<file path="config.mk">
export PLATFORM = sky130hd
export DESIGN_NAME = sorted_range_flag_map_core
export DESIGN_NICKNAME = d
export VERILOG_FILES = /design/src/rtl/srfm_pkg.sv /design/src/rtl/sorted_range_flag_map_core.sv /design/src/rtl/srfm_ram.sv /design/src/rtl/srfm_obuf.sv /design/src/rtl/srfm_seq.sv
export SDC_FILE = /design/constraint.sdc
export NUM_CORES = 2
export LEC_CHECK = 0
export BUFFER_PORTS_ARGS = -buffer_cell sky130_fd_sc_hd__buf_2
export CELL_PAD_IN_SITES_DETAIL_PLACEMENT = 2
export CELL_PAD_IN_SITES_GLOBAL_PLACEMENT = 2
export CORE_UTILIZATION = 44
export CTS_CLUSTER_SIZE = 24
export DETAILED_ROUTE_END_ITERATION = 12
export PLACE_DENSITY = 0.78
export SLEW_MARGIN = 20
export SYNTH_ARGS = -nofsm -noshare
export SYNTH_HDL_FRONTEND = slang
export SYNTH_HIERARCHICAL = 1
export SYNTH_SLANG_ARGS = --single-unit
</file>
<file path="constraint.sdc">
create_clock -name clk -period 16.3 [get_ports clk]
set_clock_uncertainty 0.15 [all_clocks]
set_input_delay 3.26 -clock clk [delete_from_list [all_inputs] [get_ports clk]]
set_output_delay 3.26 -clock clk [all_outputs]
set_load 0.005 [all_outputs]
</file>
<file path="src/rtl/srfm_pkg.sv">
package srfm_pkg;

	localparam int CAPACITY = 16;
	localparam int IDX_W    = $clog2(CAPACITY);
	localparam int CNT_W    = $clog2(CAPACITY + 1);
	localparam int MIN_FREE = 2;

	localparam logic       FUNC_ADD  = 1'b0;
	localparam logic       FUNC_TEST = 1'b1;

	localparam logic [1:0] ST_OK     = 2'd0;
	localparam logic [1:0] ST_ORDER  = 2'd1;
	localparam logic [1:0] ST_FULL   = 2'd2;
	localparam logic [1:0] ST_TEST   = 2'd3;

	typedef struct packed {
		logic [63:0] low;
		logic [63:0] high;
		logic [31:0] flags;
	} entry_t;

	typedef struct packed {
		logic             we;
		logic [IDX_W-1:0] waddr;
		entry_t           wdata;
		logic             re;
		logic [IDX_W-1:0] raddr;
	} ram_req_t;

	typedef struct packed {
		logic [1:0]  status;
		logic [31:0] flags;
	} result_t;

endpackage

</file>
<file path="src/rtl/sorted_range_flag_map_core.sv">
// sorted range flag map: holds up to CAPACITY sorted, non-overlapping address
// ranges, each with a 32-bit flag word, in one entry RAM with a registered read.
// an add beat (func 0) appends at the top: the first add fills entry zero, an add
// starting at or below the top range's upper bound returns out of order, a
// contiguous add with equal flags extends the top range, otherwise a zero-flag
// pad range fills any gap and the new range follows; with fewer than two free
// entries the add returns full and nothing changes. a test beat (func 1) returns
// the flags of the range holding the address, or zero, with status 3.
// sequencing: one beat at a time. an add that writes a pad range writes the
// new range from a second state, since the RAM has one write port. a test whose
// address lies outside the stored span pushes its result in the accept cycle;
// otherwise each binary search probe is a RAM read state, then a compare state,
// after the accept cycle, and an empty interval seen when no probe hits ends
// the search with zero flags. the top entry is cached in flops so adds
// need no read. results pass through a two-deep output buffer, so one more beat
// is taken while a result stalls. adds and searches never overlap, so RAM
// accesses need no forwarding. there is no clearing pass after reset.
module sorted_range_flag_map_core
	import srfm_pkg::*;
(
	input  logic        clk,
	input  logic        arst_n,
	input  logic        in_valid,
	output logic        in_ready,
	input  logic        func,
	input  logic [63:0] range_low,
	input  logic [63:0] range_high,
	input  logic [31:0] range_flags,
	input  logic [63:0] address,
	output logic        out_valid,
	input  logic        out_ready,
	output logic [1:0]  add_status,
	output logic [31:0] found_flags
);

	// sequencer to RAM and sequencer to output buffer
	ram_req_t ram_req;
	entry_t   ram_rdata;
	logic     res_push;
	result_t  res_data;
	logic     res_free;
	result_t  out_res;

	srfm_seq u_seq (
		.clk         (clk),
		.arst_n      (arst_n),
		.in_valid    (in_valid),
		.in_ready    (in_ready),
		.func        (func),
		.range_low   (range_low),
		.range_high  (range_high),
		.range_flags (range_flags),
		.address     (address),
		.res_free    (res_free),
		.push        (res_push),
		.push_res    (res_data),
		.req         (ram_req),
		.rdata       (ram_rdata)
	);

	// entry store: low, high and flags of each range in one word
	srfm_ram u_ram (
		.clk   (clk),
		.req   (ram_req),
		.rdata (ram_rdata)
	);

	// result beat buffer, output register plus one hold slot
	srfm_obuf u_obuf (
		.clk       (clk),
		.arst_n    (arst_n),
		.push      (res_push),
		.push_res  (res_data),
		.free      (res_free),
		.out_valid (out_valid),
		.out_ready (out_ready),
		.out_res   (out_res)
	);

	assign add_status  = out_res.status;
	assign found_flags = out_res.flags;

endmodule

</file>
<file path="src/rtl/srfm_ram.sv">
module srfm_ram
	import srfm_pkg::*;
(
	input  logic     clk,
	input  ram_req_t req,
	output entry_t   rdata
);

	entry_t mem [CAPACITY];
	entry_t rdata_q;

	always_ff @(posedge clk) begin
		if (req.we) begin
			mem[req.waddr] <= req.wdata;
		end
		if (req.re) begin
			rdata_q <= mem[req.raddr];
		end
	end

	assign rdata = rdata_q;

endmodule

</file>
<file path="src/rtl/srfm_obuf.sv">
module srfm_obuf
	import srfm_pkg::*;
(
	input  logic    clk,
	input  logic    arst_n,
	input  logic    push,
	input  result_t push_res,
	output logic    free,
	output logic    out_valid,
	input  logic    out_ready,
	output result_t out_res
);

	logic    out_valid_q;
	logic    hold_valid_q;
	result_t out_q;
	result_t hold_q;
	logic    take;

	assign take = out_valid_q && out_ready;

	always_ff @(posedge clk or negedge arst_n) begin
		if (!arst_n) begin
			out_valid_q  <= 1'b0;
			hold_valid_q <= 1'b0;
		end else if (hold_valid_q) begin
			if (!out_valid_q || take) begin
				out_valid_q  <= 1'b1;
				hold_valid_q <= 1'b0;
			end
		end else if (push) begin
			if (!out_valid_q || take) begin
				out_valid_q <= 1'b1;
			end else begin
				hold_valid_q <= 1'b1;
			end
		end else if (take) begin
			out_valid_q <= 1'b0;
		end
	end

	always_ff @(posedge clk) begin
		if (hold_valid_q) begin
			if (!out_valid_q || take) begin
				out_q <= hold_q;
			end
		end else if (push) begin
			if (!out_valid_q || take) begin
				out_q <= push_res;
			end else begin
				hold_q <= push_res;
			end
		end
	end

	assign free      = !hold_valid_q;
	assign out_valid = out_valid_q;
	assign out_res   = out_q;

endmodule

</file>
<file path="src/rtl/srfm_seq.sv">
module srfm_seq
	import srfm_pkg::*;
(
	input  logic        clk,
	input  logic        arst_n,
	input  logic        in_valid,
	output logic        in_ready,
	input  logic        func,
	input  logic [63:0] range_low,
	input  logic [63:0] range_high,
	input  logic [31:0] range_flags,
	input  logic [63:0] address,
	input  logic        res_free,
	output logic        push,
	output result_t     push_res,
	output ram_req_t    req,
	input  entry_t      rdata
);

	localparam logic [1:0] S_IDLE = 2'd0;
	localparam logic [1:0] S_SRCH = 2'd1;
	localparam logic [1:0] S_CMP  = 2'd2;
	localparam logic [1:0] S_WR2  = 2'd3;

	localparam logic [IDX_W-1:0] FULL_IDX = IDX_W'(CAPACITY - MIN_FREE);

	logic [1:0]       state_q;
	logic [IDX_W-1:0] last_q;
	logic             empty_q;
	entry_t           top_q;
	logic [63:0]      low0_q;
	logic [63:0]      addr_q;
	logic [CNT_W-1:0] lo_q;
	logic [CNT_W-1:0] hn_q;
	entry_t           wr2_q;
	logic [IDX_W-1:0] wr2_idx_q;

	logic             accept;
	logic [63:0]      next_low;
	logic             order_err;
	logic             extend;
	logic             full;
	logic             gap;
	logic             addr_miss;
	logic             hit;
	logic             below;
	logic [CNT_W:0]   mid_sum;
	logic [IDX_W-1:0] mid;
	entry_t           new_ent;
	entry_t           pad_ent;
	entry_t           ext_ent;

	assign in_ready  = (state_q == S_IDLE) && res_free;
	assign accept    = in_valid && in_ready;
	assign next_low  = top_q.high + 64'd1;
	assign order_err = range_low <= top_q.high;
	assign extend    = (range_low == next_low) && (range_flags == top_q.flags);
	assign full      = last_q >= FULL_IDX;
	assign gap       = range_low != next_low;
	assign addr_miss = empty_q || (address > top_q.high) || (address < low0_q);
	assign hit       = (addr_q >= rdata.low) && (addr_q <= rdata.high);
	assign below     = addr_q < rdata.low;
	assign mid_sum   = {1'b0, lo_q} + {1'b0, hn_q} - (CNT_W + 1)'(1);
	assign mid       = mid_sum[IDX_W:1];

	always_comb begin
		new_ent.low   = range_low;
		new_ent.high  = range_high;
		new_ent.flags = range_flags;
		pad_ent.low   = next_low;
		pad_ent.high  = range_low - 64'd1;
		pad_ent.flags = 32'd0;
		ext_ent.low   = top_q.low;
		ext_ent.high  = range_high;
		ext_ent.flags = top_q.flags;
	end

	always_comb begin
		req      = '0;
		push     = 1'b0;
		push_res = '0;
		case (state_q)
			S_IDLE: begin
				if (accept) begin
					if (func == FUNC_ADD) begin
						push = 1'b1;
						if (empty_q) begin
							push_res.status = ST_OK;
							req.we          = 1'b1;
							req.waddr       = '0;
							req.wdata       = new_ent;
						end else if (order_err) begin
							push_res.status = ST_ORDER;
						end else if (extend) begin
							push_res.status = ST_OK;
							req.we          = 1'b1;
							req.waddr       = last_q;
							req.wdata       = ext_ent;
						end else if (full) begin
							push_res.status = ST_FULL;
						end else begin
							push_res.status = ST_OK;
							req.we          = 1'b1;
							req.waddr       = last_q + IDX_W'(1);
							req.wdata       = gap ? pad_ent : new_ent;
						end
					end else if (addr_miss) begin
						push            = 1'b1;
						push_res.status = ST_TEST;
					end
				end
			end
			S_SRCH: begin
				if (lo_q < hn_q) begin
					req.re    = 1'b1;
					req.raddr = mid;
				end else begin
					push            = 1'b1;
					push_res.status = ST_TEST;
				end
			end
			S_CMP: begin
				if (hit) begin
					push            = 1'b1;
					push_res.status = ST_TEST;
					push_res.flags  = rdata.flags;
				end
			end
			S_WR2: begin
				req.we    = 1'b1;
				req.waddr = wr2_idx_q;
				req.wdata = wr2_q;
			end
			default: begin
				req = '0;
			end
		endcase
	end

	always_ff @(posedge clk or negedge arst_n) begin
		if (!arst_n) begin
			state_q <= S_IDLE;
			last_q  <= '0;
			empty_q <= 1'b1;
			lo_q    <= '0;
			hn_q    <= '0;
		end else begin
			case (state_q)
				S_IDLE: begin
					if (accept) begin
						if (func == FUNC_ADD) begin
							if (empty_q) begin
								last_q  <= '0;
								empty_q <= 1'b0;
							end else if (!order_err && !extend && !full) begin
								if (gap) begin
									last_q  <= last_q + IDX_W'(2);
									state_q <= S_WR2;
								end else begin
									last_q <= last_q + IDX_W'(1);
								end
							end
						end else if (!addr_miss) begin
							lo_q    <= '0;
							hn_q    <= CNT_W'(last_q) + CNT_W'(1);
							state_q <= S_SRCH;
						end
					end
				end
				S_SRCH: begin
					state_q <= (lo_q < hn_q) ? S_CMP : S_IDLE;
				end
				S_CMP: begin
					if (hit) begin
						state_q <= S_IDLE;
					end else begin
						if (below) begin
							hn_q <= CNT_W'(mid);
						end else begin
							lo_q <= CNT_W'(mid) + CNT_W'(1);
						end
						state_q <= S_SRCH;
					end
				end
				S_WR2: begin
					state_q <= S_IDLE;
				end
				default: begin
					state_q <= S_IDLE;
				end
			endcase
		end
	end

	// cached copy of the top entry and of entry zero's low bound, the pending second write and the test address
	always_ff @(posedge clk) begin
		if (accept && (func == FUNC_ADD)) begin
			if (empty_q) begin
				top_q  <= new_ent;
				low0_q <= range_low;
			end else if (!order_err && extend) begin
				top_q.high <= range_high;
			end else if (!order_err && !full) begin
				top_q     <= new_ent;
				wr2_q     <= new_ent;
				wr2_idx_q <= last_q + IDX_W'(2);
			end
		end
		if (accept && (func == FUNC_TEST)) begin
			addr_q <= address;
		end
	end

endmodule

</file>
Yosys cells after proc, flatten, opt, wreduce, memory -nomap -nowiden
Memory sizes are Yosys's and may differ from the RTL's. A register that Yosys moved wholly into a read port is not among the register bits.
Cells that the tools add are included.

word-level totals
  bits in registers = 539
  RAM bits = 2,560
  input bits = 229
  output and inout port bits = 36
  word-level logic and storage cells = 165
  memories kept = 1

operators by class
  add/subtract/negate cells = 8
  magnitude comparators = 8
  equal/unequal tests = 17
  muxes and demuxes = 69
  bitwise logic cells = 5
  reduce and logical (&&, ||, !) cells = 37

memories
  memory     depth  bits a word  rd ports  clocked after memory_dff  write ports  line           RTL
  u_ram.mem  16     160          1         1                         1            srfm_ram.sv:9  entry_t mem [CAPACITY];

operators with widths
  kind                     count
  $mux W165                6
  $mux W160                3
  $pmux W165 S2            1
  $mux W34                 5
  $le A64 B64 Y1           2
  $lt A64 B64 Y1           2
  $mux W64                 2
  $add A64 B1 Y64 const B  1
  $eq A64 B64 Y1           1
  $ge A64 B64 Y1           1
  $gt A64 B64 Y1           1
  $mux W32                 2
  $ne A64 B64 Y1           1
  $sub A64 B1 Y64 const B  1
  $mux W5                  12
  $eq A32 B32 Y1           1
  $mux W2                  15
  $pmux W5 S2              2
  $mux W1                  15
  $mux W4                  3
  $reduce_and A6 Y1        2
  $logic_and A1 B1 Y1      11
  $add A4 B1 Y5 const B    2
  $ne A3 B3 Y1 const B     3
  other kinds (24)         49

Longest topological paths before layout
  depth in word-level cells = 12
  depth in mapped cells = 18
  gate-level depth less buffers = 16

Cells and area by module
Netlist, hierarchy kept.

by module, submodules not included
  module     times used  cells an instance  area an instance (um^2)  sequential area each (um^2)
  srfm_ram   1           4,191              100,901.8                81,678.3
  srfm_seq   1           3,191              32,067.0                 13,999.7
  srfm_obuf  1           115                2,610.0                  2,092.0

Least setup slack after synthesis
OpenSTA, ideal clock, no wires.

  path kind = input port to flip-flop
  start = in range_low[4]
  end = mem u_ram/mem[0][0] (netlist name) (enable)
  setup time = 875 ps
  data arrival time = 17,676 ps
  data required time = 15,275 ps
  path slack = -2,401 ps
  cell stages on the path = 15
  path buffers = 2
  cell sequence = clkbuf_1 -> xor2_1 -> a221oi_1 -> o311ai_0 -> nor4_1 -> nand4_1 -> or4_1 -> or4_4 -> buf_6 -> nor3_2 -> nor2_1 -> a222oi_1 -> a211oi_1 -> or3b_2 -> nor3_1

RTL lines
  item                line                              RTL
  start: declaration  sorted_range_flag_map_core.sv:26  input logic [63:0] range_low,
  end: declaration    srfm_ram.sv:9

==> flow_summary.toml <==
[outcome]
status = "finished, final reports clean"

[yosys]
yosysSeqAreaShare_pct = 72.1
synth_enable_flop_cells = 3240
mappedNetlistArea_sq_mm = 0.136
yosys-top-cells-count = "3240 x edfxtp_1, 595 x mux4_2, 373 x nand2_1"
ys_async_sr_fraction_pct = 0.583
synth_flop_cell = "edfxtp_1"
synthesis.yosys.warnings = 6
syn-num-nets = 8066
syn_inst_count = 7497
post_synth.cell_area_avg_sq_um = 18.1
synth_area_leaders = "edfxtp_1 72%, mux4_2 9.9%, ha_1 3.1%, a22oi_1 1.9%, nand2_1 1.0%"
synth_area_leader_cell = "edfxtp_1"
post_synthesis_cell_type_count = 87
ys_seq_elements = 3259
synth.most_common_cell = "edfxtp_1"
synth_top_cell_area_share_pct = 71.8

[critical_path]
worstSetupStartpoint = "range_low[55]"
path_cells = "buf_2 > xor2_1 > a21oi_1 > nand2_1 > a32oi_1 > nand4b_1 > or4_1 > nor4_1 > nand4_1 > nor3_2 > o21ai_0 > o31a_1 > o21ai_0 > nand3_1 > nor3_4 > buf_12 > buf_4"
critPathCaptureType = "flip-flop"
crit_path_dat_ns = 10.97
worst-setup-path-type = "primary input to flip-flop"
critical_path_buf_inv_count = 3
worstPathRequired_ns = 16.67
crit_family = "simple AND/OR/NAND/NOR gates"
critical_path_peak_fanout = 113
crit_path_frequent_cell = "o21ai_0"
worst_path_max_stage_delay_ns = 0.98
crit-reg2reg-launch = "u_seq/top_q[36]"
cpMaxStageDelayCell = "nor3_2"
setup.worst_path.start_class = "primary input"

[global_route]
grtUsageMet2_pct = 59.8
met1_usage_pct = 42.0
first_global_vias = 88300
grtUsageMet3_pct = 6.40
grt_pass1_wl_um = 756000
initial_antenna_violation_count = 80
grt_max_degree = 127
grt_usage_pct = 35.6
gr-max-usage-layer = "met2"
grt_overflow = 0

[worst_hold_path]
hold_path.startpoint = "u_obuf/hold_q[23]"
hold_class = "flip-flop to flip-flop"

[route]
detail_route.iter0.violations = 10500
drt_wl_total_um = 557000
detailed_routing_iterations_pass_1 = 6
avgViaCountPerCell = 6.71
wl_per_cell_um = 45.0
drtAntennaViolNets = 0
via_count = 83100
drc = 0

[sta]
achievable-frequency_ghz = 0.0944
finalSetupViolations = 0
max_slew.worst_pin.slew_ns = 1.36
period_share_pct = 65.0
totalNegativeSetupSlack_ns = 0
slew_violations = 0
rsz0062_at_grt = "false"
finalHoldViolations = 0
timing.max_slew.rel_slack_pct = 9.60
finalCriticalPeriod_ns = 10.60

[die]
die-width_um = 557
floorplan.initialDensity_pct = 44.3
fp.dieArea_sq_mm = 0.310
chipHeight_um = 557
rows = 203
design.core.area_sq_mm = 0.306
floorplan.io_pins = 265

[flow_run]
max-cap-violations = 0

[power_and_ir_drop]
power_leakage_nw = 51.0
fin_total_pwr_mw = 28.9
switching_fraction_of_total_power_pct = 36.7
power.share.clock_pct = 28.4
power_density_mw_per_mm2 = 187
irDropWorstVdd_v = 0.000218
power.switching_mw = 10.6
cellInternalPower_mw = 18.3
seqPwrFrac_pct = 36.6
power.combinational.fraction_pct = 35.0

[clocking]
post_cts.repair.setup_buffers = 0
cts_sinks = 3259
cts.htree.levels = 5
clk_latency_ns = 1.01
postCtsHoldBufs = 0
cts_resized = 0
cts_buffer_depth = 4
cts_tree = "built"
clk_pin_slew_ns = 0.06
cts_made_buffers = 354
cts_root_buf = "clkbuf_16"

[placement]
placement.cell_area_sq_mm = 0.143
routabilityCongestion = 0.957
hpwl_um = 344000
portBuffers = 264

[finish]
drive_above_1_share_pct = 22.0
final_nets = 8517
area_growth_syn_to_layout_pct = 13.8
layout.core_utilization_pct = 50.4
finalInstanceArea_sq_mm = 0.154
==> final cells by class <==
class                      count  area (sq um)
fill                       27100        152000
sequential                  3259         97800
multi-input combinational   3553         35600
clock buffer                 429          9260
tap                         4100          5130
timing repair buffer         474          3160
clock inverter               211          2070
inverter                     306          1160
antenna                       56           140
==> final timing paths <==
| path | cells after the start | slack (ns) | endpoint |
|---|---|---|---|
| worst max-delay path | 17 | 5.70 | u_ram/mem[12][129] |
| worst min-delay path | 1 | 0.39 | u_obuf/out_res[23] |
| worst max register to register | 17 | 6.07 | u_ram/mem[12][129] |
| worst min register to register | 1 | 0.39 | u_obuf/out_res[23] |
| max in group asynchronous | 1 | 13.22 | u_obuf/hold_valid_q |
| min in group asynchronous | 1 | 2.20 | u_seq/hn_q[0] |
==> cell usage in the layout (no fill, tap or decap), types with 17 or more instances in the layout <==
cell type	instances
edfxtp_1	3240
mux4_2	595
nand2_1	373
clkbuf_16	359
a22oi_1	347
ha_1	339
inv_1	304
buf_2	264
buf_4	185
nor2_1	173
o21ai_0	159
a21oi_1	148
xnor2_1	127
nand4_1	107
a21o_1	102
mux2_2	101
clkinv_1	85
clkbuf_1	69
a221oi_1	65
xor2_1	65
clkinv_2	63
nand3_1	63
nor3_1	63
nor4_1	63
diode_2	56
a221o_1	46
mux2i_1	42
and2_1	42
nor2b_1	40
nand2b_1	34
bufinv_16	30
o221ai_1	30
o211ai_1	26
a211oi_1	26
or4_1	25
nor2_4	19
dfrtp_1	17
and3_1	17
or3_1	17
==> cell families after synthesis <==
group,count (synthesis),share of synthesized area (%)
flip-flops,3259,72.1
AO/OA/AOI/OAI,1144,5.99
AND/OR/NAND/NOR,1122,4.14
multiplexers,754,11.2
buffers and inverters,685,2.15
adder cells (fa/ha/maj),340,3.14
XOR/XNOR,193,1.26
==> layer usage <==
metal | vias up | wire, um | share of wire (%)
met5 | - | 197 | 0.035
met4 | 34 | 40200 | 7.2
li1 | 31500 | - | -
met2 | 5265 | 277000 | 50
met1 | 44800 | 197000 | 35
met3 | 1455 | 43600 | 7.8
==> flip-flops by register name (all words and copies together) (netlist names) <==
register,cells
u_seq/lo_q,5
u_seq/ext_ent,96
u_seq/hn_q,5
u_obuf/out_valid,1
u_seq/addr_q,64
u_ram/rdata,160
u_seq/wr2_idx_q,4
u_seq/wr2_q,160
u_seq/low0_q,64
u_ram/mem,2560
u_seq/last_q,4
u_obuf/hold_q,34
u_obuf/out_res,34
u_seq/state_q,2
u_seq/top_q,64
u_seq/empty_q,1
u_obuf/hold_valid_q,1
==> power by group through the flow <==
stage / registers (mW) / logic (mW) / clock network (mW)
after detailed placement: 10.7 / 9.68 / 0
after CTS: 10.6 / 9.97 / 8.28
after global routing: 10.6 / 10.4 / 8.52
after floorplan: 10.6 / 5.82 / 0
final: 10.6 / 10.1 / 8.21
after global placement: 10.6 / 8.97 / 0
==> through the flow <==
step	setup slack (ns)	instances	hold WS, ns
2_1_floorplan	1.89	7497	0.306
3_3_place_gp	5.39	11700	0.321
3_5_place_dp	5.06	11700	0.370
4_1_cts	5.91	12300	0.384
5_1_grt	5.41	12400	0.408
6_report	5.70	12400	0.391
No activity file was read; power rests on OpenSTA's default activity.
